## src/erp_pkg.sv

```systemverilog
// ---------------------------------------------------------------------------
// erp_pkg
// Shared constants, types and functions of the Euler point rotation core.
// ---------------------------------------------------------------------------
package erp_pkg;
   localparam int CordicStepsDef   = 16;
   localparam int CoordFracBitsDef = 16;
   localparam int AtanEntries      = 24;
   localparam int AngW             = 17;
   localparam int TrigW            = 19;
   localparam int ZW               = 27;
   localparam int CorW             = 20;
   localparam int CoordW           = 32;
   localparam int AngleFull        = 46080;
   localparam int AngleHalf        = 23040;
   localparam int AngleQuarter     = 11520;
   localparam int CordicGain       = 39797;
   localparam int TrigOne          = 65536;
   localparam int ReqBytes         = 19;
   localparam int RspBytes         = 12;

   // one CORDIC lane in flight
   typedef struct packed {
      logic signed [CorW-1:0] x;
      logic signed [CorW-1:0] y;
      logic signed [ZW-1:0]   z;
      logic                   neg;
   } cordic_lane_type;

   // payload that rides alongside the CORDIC cells
   typedef struct packed {
      logic signed [CoordW-1:0] px;
      logic signed [CoordW-1:0] py;
      logic signed [CoordW-1:0] pz;
   } point_type;

   function automatic logic signed [ZW-1:0] atan_lut(input int idx);
      logic signed [ZW-1:0] t;
      unique case (idx)
         0: t = 27'sd2949120;  1: t = 27'sd1740967;  2: t = 27'sd919879;
         3: t = 27'sd466945;   4: t = 27'sd234379;   5: t = 27'sd117304;
         6: t = 27'sd58666;    7: t = 27'sd29335;    8: t = 27'sd14668;
         9: t = 27'sd7334;     10: t = 27'sd3667;    11: t = 27'sd1833;
         12: t = 27'sd917;     13: t = 27'sd458;     14: t = 27'sd229;
         15: t = 27'sd115;     16: t = 27'sd57;      17: t = 27'sd29;
         18: t = 27'sd14;      19: t = 27'sd7;       20: t = 27'sd4;
         21: t = 27'sd2;       22: t = 27'sd1;       default: t = '0;
      endcase
      return t;
   endfunction

   // angle reduction into [-90, 90] degrees, z in degrees Q16
   function automatic cordic_lane_type cordic_seed(input logic signed [AngW-1:0] ang);
      cordic_lane_type l;
      logic signed [AngW+1:0] r;
      r = {{2{ang[AngW-1]}}, ang};
      if (r >= 19'sd46080) r = r - 19'sd46080;
      else if (r <= -19'sd46080) r = r + 19'sd46080;
      if (r < 0) r = r + 19'sd46080;
      if (r > 19'sd23040) r = r - 19'sd46080;
      l.neg = 1'b0;
      if (r > 19'sd11520) begin
         r = r - 19'sd23040;
         l.neg = 1'b1;
      end else if (r < -19'sd11520) begin
         r = r + 19'sd23040;
         l.neg = 1'b1;
      end
      l.x = CorW'(CordicGain);
      l.y = '0;
      l.z = ZW'(r) <<< 9;
      return l;
   endfunction

   // rounded Q16 product
   function automatic logic signed [TrigW-1:0] qmul(input logic signed [TrigW-1:0] a,
                                                  input logic signed [TrigW-1:0] b);
      logic signed [2*TrigW-1:0] p;
      p = a * b + (2*TrigW)'(32768);
      return TrigW'(p >>> 16);
   endfunction

   function automatic logic signed [TrigW-1:0] trig_clamp(input logic signed [CorW-1:0] v,
                                                        input logic neg);
      logic signed [CorW-1:0] c;
      c = v;
      if (v > CorW'(TrigOne)) c = CorW'(TrigOne);
      else if (v < -CorW'(TrigOne)) c = -CorW'(TrigOne);
      if (neg) c = -c;
      return TrigW'(c);
   endfunction
endpackage

```

## src/erp_cordic_cell.sv

```systemverilog
// ---------------------------------------------------------------------------
// erp_cordic_cell
// One CORDIC micro-rotation on three lanes, registered, with fixed shift.
// ---------------------------------------------------------------------------
module erp_cordic_cell import erp_pkg::*; #(
   parameter int Step = 0
) (
   input  logic                  clock,
   input  logic                  reset,
   input  logic                  en,
   input  logic                  vld_in,
   input  cordic_lane_type [2:0] lane_in,
   input  point_type             pt_in,
   output logic                  vld_out,
   output cordic_lane_type [2:0] lane_out,
   output point_type             pt_out
);
   localparam logic signed [ZW-1:0] Atan = atan_lut(Step);

   logic                  vld_ff;
   cordic_lane_type [2:0] lane_ff, lane_in_c;
   point_type             pt_ff;

   always_comb begin
      for (int k = 0; k < 3; k++) begin
         lane_in_c[k].neg = lane_in[k].neg;
         if (!lane_in[k].z[ZW-1]) begin
            lane_in_c[k].x = lane_in[k].x - (lane_in[k].y >>> Step);
            lane_in_c[k].y = lane_in[k].y + (lane_in[k].x >>> Step);
            lane_in_c[k].z = lane_in[k].z - Atan;
         end else begin
            lane_in_c[k].x = lane_in[k].x + (lane_in[k].y >>> Step);
            lane_in_c[k].y = lane_in[k].y - (lane_in[k].x >>> Step);
            lane_in_c[k].z = lane_in[k].z + Atan;
         end
      end
   end

   always_ff @(posedge clock) begin
      if (reset) begin
         vld_ff <= 1'b0;
      end else if (en) begin
         vld_ff <= vld_in;
      end
      if (en) begin
         lane_ff <= lane_in_c;
         pt_ff   <= pt_in;
      end
   end

   assign vld_out  = vld_ff;
   assign lane_out = lane_ff;
   assign pt_out   = pt_ff;
endmodule

```

## config.mk

```make
export PLATFORM = sky130hd
export DESIGN_NAME = erp_cordic_cell
export DESIGN_NICKNAME = d
export VERILOG_FILES = /design/src/erp_pkg.sv /design/src/erp_cordic_cell.sv
export SDC_FILE = /design/constraint.sdc
export NUM_CORES = 1
export LEC_CHECK = 0
export ABC_CLOCK_PERIOD_IN_PS = 4400
export BUFFER_PORTS_ARGS = -buffer_cell sky130_fd_sc_hd__buf_2
export CORE_AREA = 2 2 235 237
export DETAILED_ROUTE_END_ITERATION = 12
export DIE_AREA = 0 0 237 239
export GPL_TIMING_DRIVEN = 0
export PLACE_DENSITY = 0.58
export SLEW_MARGIN = 20
export SYNTH_ARGS = -nofsm -noshare
export SYNTH_HDL_FRONTEND = slang
export SYNTH_SLANG_ARGS = --single-unit
export TNS_END_PERCENT = 1
```

## constraint.sdc

```tcl
create_clock -name clock -period 4.4 [get_ports clock]
set_clock_uncertainty 0.1 [all_clocks]
set_input_delay 0.66 -clock clock [delete_from_list [all_inputs] [get_ports clock]]
set_output_delay 0.66 -clock clock [all_outputs]
set_load 0.01 [all_outputs]
```

### Word-level counts from Yosys, hierarchy flattened

Index checks and enable logic that the tools add are counted.

* bits in registers: 301
* bits of input ports: 304
* output and inout bits: 301

* add/subtract/negate cells: 15
* mux-type cells: 3

Operators with widths (number)
* $mux W67: 3
* $sub A20 B20 Y20: 6
* $add A27 B23 Y27 const B: 3
* $sub A27 B23 Y27 const B: 3
* $add A20 B20 Y20: 3

### Depth between registers and ports, before layout

* word-level depth: 2
* depth in mapped cells: 12
* depth with buffers taken out: 11

### Worst setup path after synthesis

No wires, ideal clock.

* path kind: input port to flip-flop
* start point: in lane_in[27] in the netlist's numbering
* end point: reg lane_ff, in the netlist lane_out[26], data pin
* library setup time: 258 ps
* arrival time: 2930 ps
* data required time: 4042 ps
* setup slack: 1113 ps
* cell stages on the path: 12
* path buffers: 2
* cell sequence: clkbuf_1 -> clkinv_1 -> buf_1 -> ha_1 -> a21o_1 -> a21oi_1 -> o21bai_1 -> a21oi_1 -> o21ai_0 -> a21o_1 -> a21oi_1 -> xnor2_1

RTL lines
* start: declaration: RTL line erp_cordic_cell.sv:12 `input cordic_lane_type [2:0] lane_in,`
* end signal: assignment: RTL line erp_cordic_cell.sv:46 `lane_ff <= lane_in_c;`
* end: declaration: RTL line erp_cordic_cell.sv:21 `cordic_lane_type [2:0] lane_ff, lane_in_c;`

==> impl_summary.txt <==
----------------------------------------------------
[Worst hold path]
  Start point of the worst hold path ... reset
  Hold EP ... vld_out
  Worst hold-check path type ... primary input to flop
  Hold Path Stages ... 2

[Setup path]
  Worst Setup Path Type ... primary input to flop
  Logic depth of the worst register-to-register path ... 2
  R2R Path End ... vld_out
  Highest fanout seen on the critical path ... 16
  RR Startpoint ... vld_out
  Count of buffer and inverter cells on the critical path ... 4
  Worst Setup End Kind ... flop
  Critical path cell sequence ... buf_2, clkbuf_1, inv_1, clkbuf_1, fa_1, a21o_1, a21oi_1, o21bai_1, a21oi_1, o21bai_1, a21oi_1, nor2_1, a211oi_1
  Slowest-stage cell, CP ... sky130_fd_sc_hd__fa_1
  Kind of start point of the critical path ... primary input
  Flop-to-flop setup slack ... 3.72 ns
  Crit-path max cell delay ... 0.58 ns
  Most common cell type on the critical path ... sky130_fd_sc_hd__a21oi_1
  Largest delay share family, worst path ... buffers and inverters
  Worst path arrival time ... 4.13 ns
  Worst path required time ... 4.66 ns

[Final layout]
  Share of cells above drive strength 1 ... 27.3%
  Final Cell Area ... 24200 µm²
  Number of inserted filler cells in the final layout ... 5259
  Fin cells ... 3185
  Post-layout net count ... 2957
  Area overhead of the layout relative to synthesis ... 26.7%

[Timing]
  Min Tclk post-route ... 3.87 ns
  Sum of negative setup slack ... 0 ns
  Maximum frequency from static timing analysis ... 258 MHz
  Slew Limit Fails ... 0
  Setup slack of the critical path after layout ... 0.528 ns
  Post-route fraction of the period consumed by the critical path ... 88.0%
  RSZ-0062 raised after global routing ... no
  Hold slack final ... 0.183 ns
  Final hold violation count ... 0
  Count of endpoints failing setup in the final report ... 0
  Tightest slew margin relative to the limit ... 24.3%
  Transition at the pin with the smallest max-transition slack ... 1.12 ns

[Die]
  Area inside the core boundary ... 54300 µm²
  Die boundary width ... 237 µm
  Die ar. ... 56600 µm²
  Initial Utilization ... 35.2%
  Number of standard-cell rows in the floorplan ... 86
  I/O pin total ... 605
  Die height ... 239 µm

[Logic synthesis]
  Most used flip-flop cell after synthesis ... sky130_fd_sc_hd__edfxtp_1
  Net count of the mapped netlist ... 2313
  Post-synth EDFFs ... 297
  Synth warnings ... 0
  Biggest area contributors in the synthesized netlist ... sky130_fd_sc_hd__edfxtp_1 47%, sky130_fd_sc_hd__ha_1 13%, sky130_fd_sc_hd__xnor2_1 5.0%, sky130_fd_sc_hd__a21oi_1 4.9%, sky130_fd_sc_hd__inv_1 3.4%
  Dominant cell type by area after synthesis ... sky130_fd_sc_hd__edfxtp_1
  Post-synth design cell area ... 19100 µm²
  Flop and latch count out of synthesis ... 298
  Synthesized area divided by synthesized cell count ... 10.6 µm²
  Ys async rst share ... 0%
  Share of the synthesized area in the top cell type ... 46.6%
  Syn Inst Count ... 1799
  Fraction of the yosys area taken by sequential cells ... 46.8%
  Library cells used by synthesis ... 75

[Routing]
  Initial DRT Pass Iterations ... 8
  Antenna viol nets, final ... 0
  Remaining design rule violation count ... 0
  Via count ... 16600
  Initial DRC Count ... 1273
  Average vias per placed instance ... 5.22
  WL per Instance ... 21.6 µm
  Routed wire length ... 68900 µm

[Outcome]
  Run status ... completed

[Placed design]
  Dpl cells ... 3110
  DP Area ... 23100 µm²
  Count of port buffers added during placement ... 604
  Estimated wirelength of the detail-placed design ... 55700 µm
  Setup slack at placement ... 0.0435 ns
  Weighted congestion reported at the end of routability-driven placement ... 0.942

[Clocking]
  # resized after CTS ... 0
  Count of hold-fix buffers inserted at cts ... 0
  Setup fix buffers added after clock tree synthesis ... 0
  CTS buffer count ... 35
  Sink Count ... 298
  Source-to-sink clock delay at the later pin of the worst-skew pair ... 0.53 ns
  CTS Buffer Depth ... 3
  Clock slew at the register clock pins of the worst setup and hold paths ... 0.06 ns
  TritonCTS clock tree ... built
  CTS H-tree lvls ... 2
  CTS root buf ... sky130_fd_sc_hd__clkbuf_16

[GRT]
  Number of antenna violations at the first check in global routing ... 22
  Overall Global Routing Usage ... 23.4%
  Total congestion overflow ... 0
  Wire length of the first global-routing pass ... 101000 µm
  Pin count of the biggest net entering global routing ... 105
  Number of global-route vias before repair ... 16400

[Flow run]
  Count of max-cap constraint violations ... 0

[Power]
  Leakage dissipation ... 10.8 nW
  Peak supply drop ... 0.281 mV
  Cell area power density ... 367 nW/µm²

----------------------------------------------------
[cell usage in the layout (no fill, tap or decap), types with 61 or more instances in the layout]
cell type,instances
sky130_fd_sc_hd__xnor2_1,110
sky130_fd_sc_hd__buf_2,606
sky130_fd_sc_hd__nand2_1,61
sky130_fd_sc_hd__nor2_1,118
sky130_fd_sc_hd__ha_1,198
sky130_fd_sc_hd__a21oi_1,189
sky130_fd_sc_hd__edfxtp_1,297
sky130_fd_sc_hd__o21ai_0,91
sky130_fd_sc_hd__clkbuf_1,68
sky130_fd_sc_hd__inv_1,175
[layer usage]
| layer | wire [µm] | vias up | track usage (%) |
|---|---|---|---|
| met5 | 121 | - | 0 |
| met4 | 2710 | 18 | 9.59 |
| met3 | 5190 | 145 | 6.10 |
| met2 | 32800 | 675 | 39.3 |
| met1 | 28000 | 7973 | 28.7 |
| li1 | - | 7801 | - |
[stage by stage]
step | util, % | total power, mW
2_1_floorplan | - | 5.05
3_3_place_gp | 42.4 | 6.13
3_5_place_dp | 42.5 | 6.13
4_1_cts | 44.5 | 8.98
5_1_grt | 44.5 | 9.32
6_report | 44.6 | 8.88
[report_power, final]
group	switching [mW]	internal (mW)	total (mW)
Sequential	0.104	3.57	3.68
Combinational	1.50	0.918	2.42
Clock	1.18	1.60	2.78
[cells in the mapped netlist, types with 9 or more instances]
library cell / count
sky130_fd_sc_hd__a21oi_1: 189
sky130_fd_sc_hd__fa_1: 12
sky130_fd_sc_hd__nor2b_1: 32
sky130_fd_sc_hd__edfxtp_1: 297
sky130_fd_sc_hd__or3_1: 20
sky130_fd_sc_hd__ha_1: 198
sky130_fd_sc_hd__mux2i_1: 25
sky130_fd_sc_hd__o211ai_1: 14
sky130_fd_sc_hd__nand2b_1: 18
sky130_fd_sc_hd__o31ai_1: 20
sky130_fd_sc_hd__clkbuf_1: 57
sky130_fd_sc_hd__nor2_1: 118
sky130_fd_sc_hd__xnor2_1: 110
sky130_fd_sc_hd__nor3_1: 39
sky130_fd_sc_hd__o21a_1: 14
sky130_fd_sc_hd__nand4_1: 11
sky130_fd_sc_hd__xor2_1: 25
sky130_fd_sc_hd__a211oi_1: 13
sky130_fd_sc_hd__o21ai_0: 91
sky130_fd_sc_hd__a31oi_1: 9
sky130_fd_sc_hd__inv_1: 175
sky130_fd_sc_hd__o21bai_1: 43
sky130_fd_sc_hd__nand3_1: 23
sky130_fd_sc_hd__a21o_1: 39
sky130_fd_sc_hd__nand2_1: 61
[cell families (layout without fill, tap and decap cells)]
logic type | count (synthesis) | in the layout | synth area share [%]
compound gates | 518 | 518 | 17.3
buf+inv | 253 | 923 | 5.04
mux | 25 | 25 | 1.31
fa+ha+maj | 210 | 210 | 14.2
other cells | 0 | 12 | 0
flops | 298 | 298 | 46.8
xor+xnor | 135 | 135 | 6.18
simple gates | 360 | 360 | 9.17
[how the worst max path moves through the flow]
stage,startpoint,to,slack (ns),cells past startpoint
finish,lane_in[95],lane_out[95],0.53,13
global route,lane_in[95],lane_out[95],0.22,13
CTS,lane_in[95],lane_out[95],0.65,13
detailed placement,lane_in[95],lane_out[95],0.04,13
global placement,en,vld_out,-1.77,3
floorplan,lane_in[27],lane_out[26],1.11,12
[layout make-up]
| class | instances | area (µm²) | area share [%] |
|---|---|---|---|
| Antenna cell | 12 | 30.0 | 0.124 |
| Buffer | 69 | 274 | 1.13 |
| Clock buffer | 46 | 917 | 3.79 |
| Clock inverter | 17 | 153 | 0.630 |
| Inverter | 184 | 691 | 2.85 |
| Multi-Input combinational cell | 1248 | 9220 | 38.1 |
| Sequential cell | 298 | 8940 | 36.9 |
| Tap cell | 704 | 881 | 3.64 |
| Timing Repair Buffer | 607 | 3120 | 12.9 |
[registers in the layout (all words and copies together) (netlist names)]
signal and count:
lane_out 201, pt_out 96, vld_out 1
Note: power is estimated with default switching activity, not from simulation.
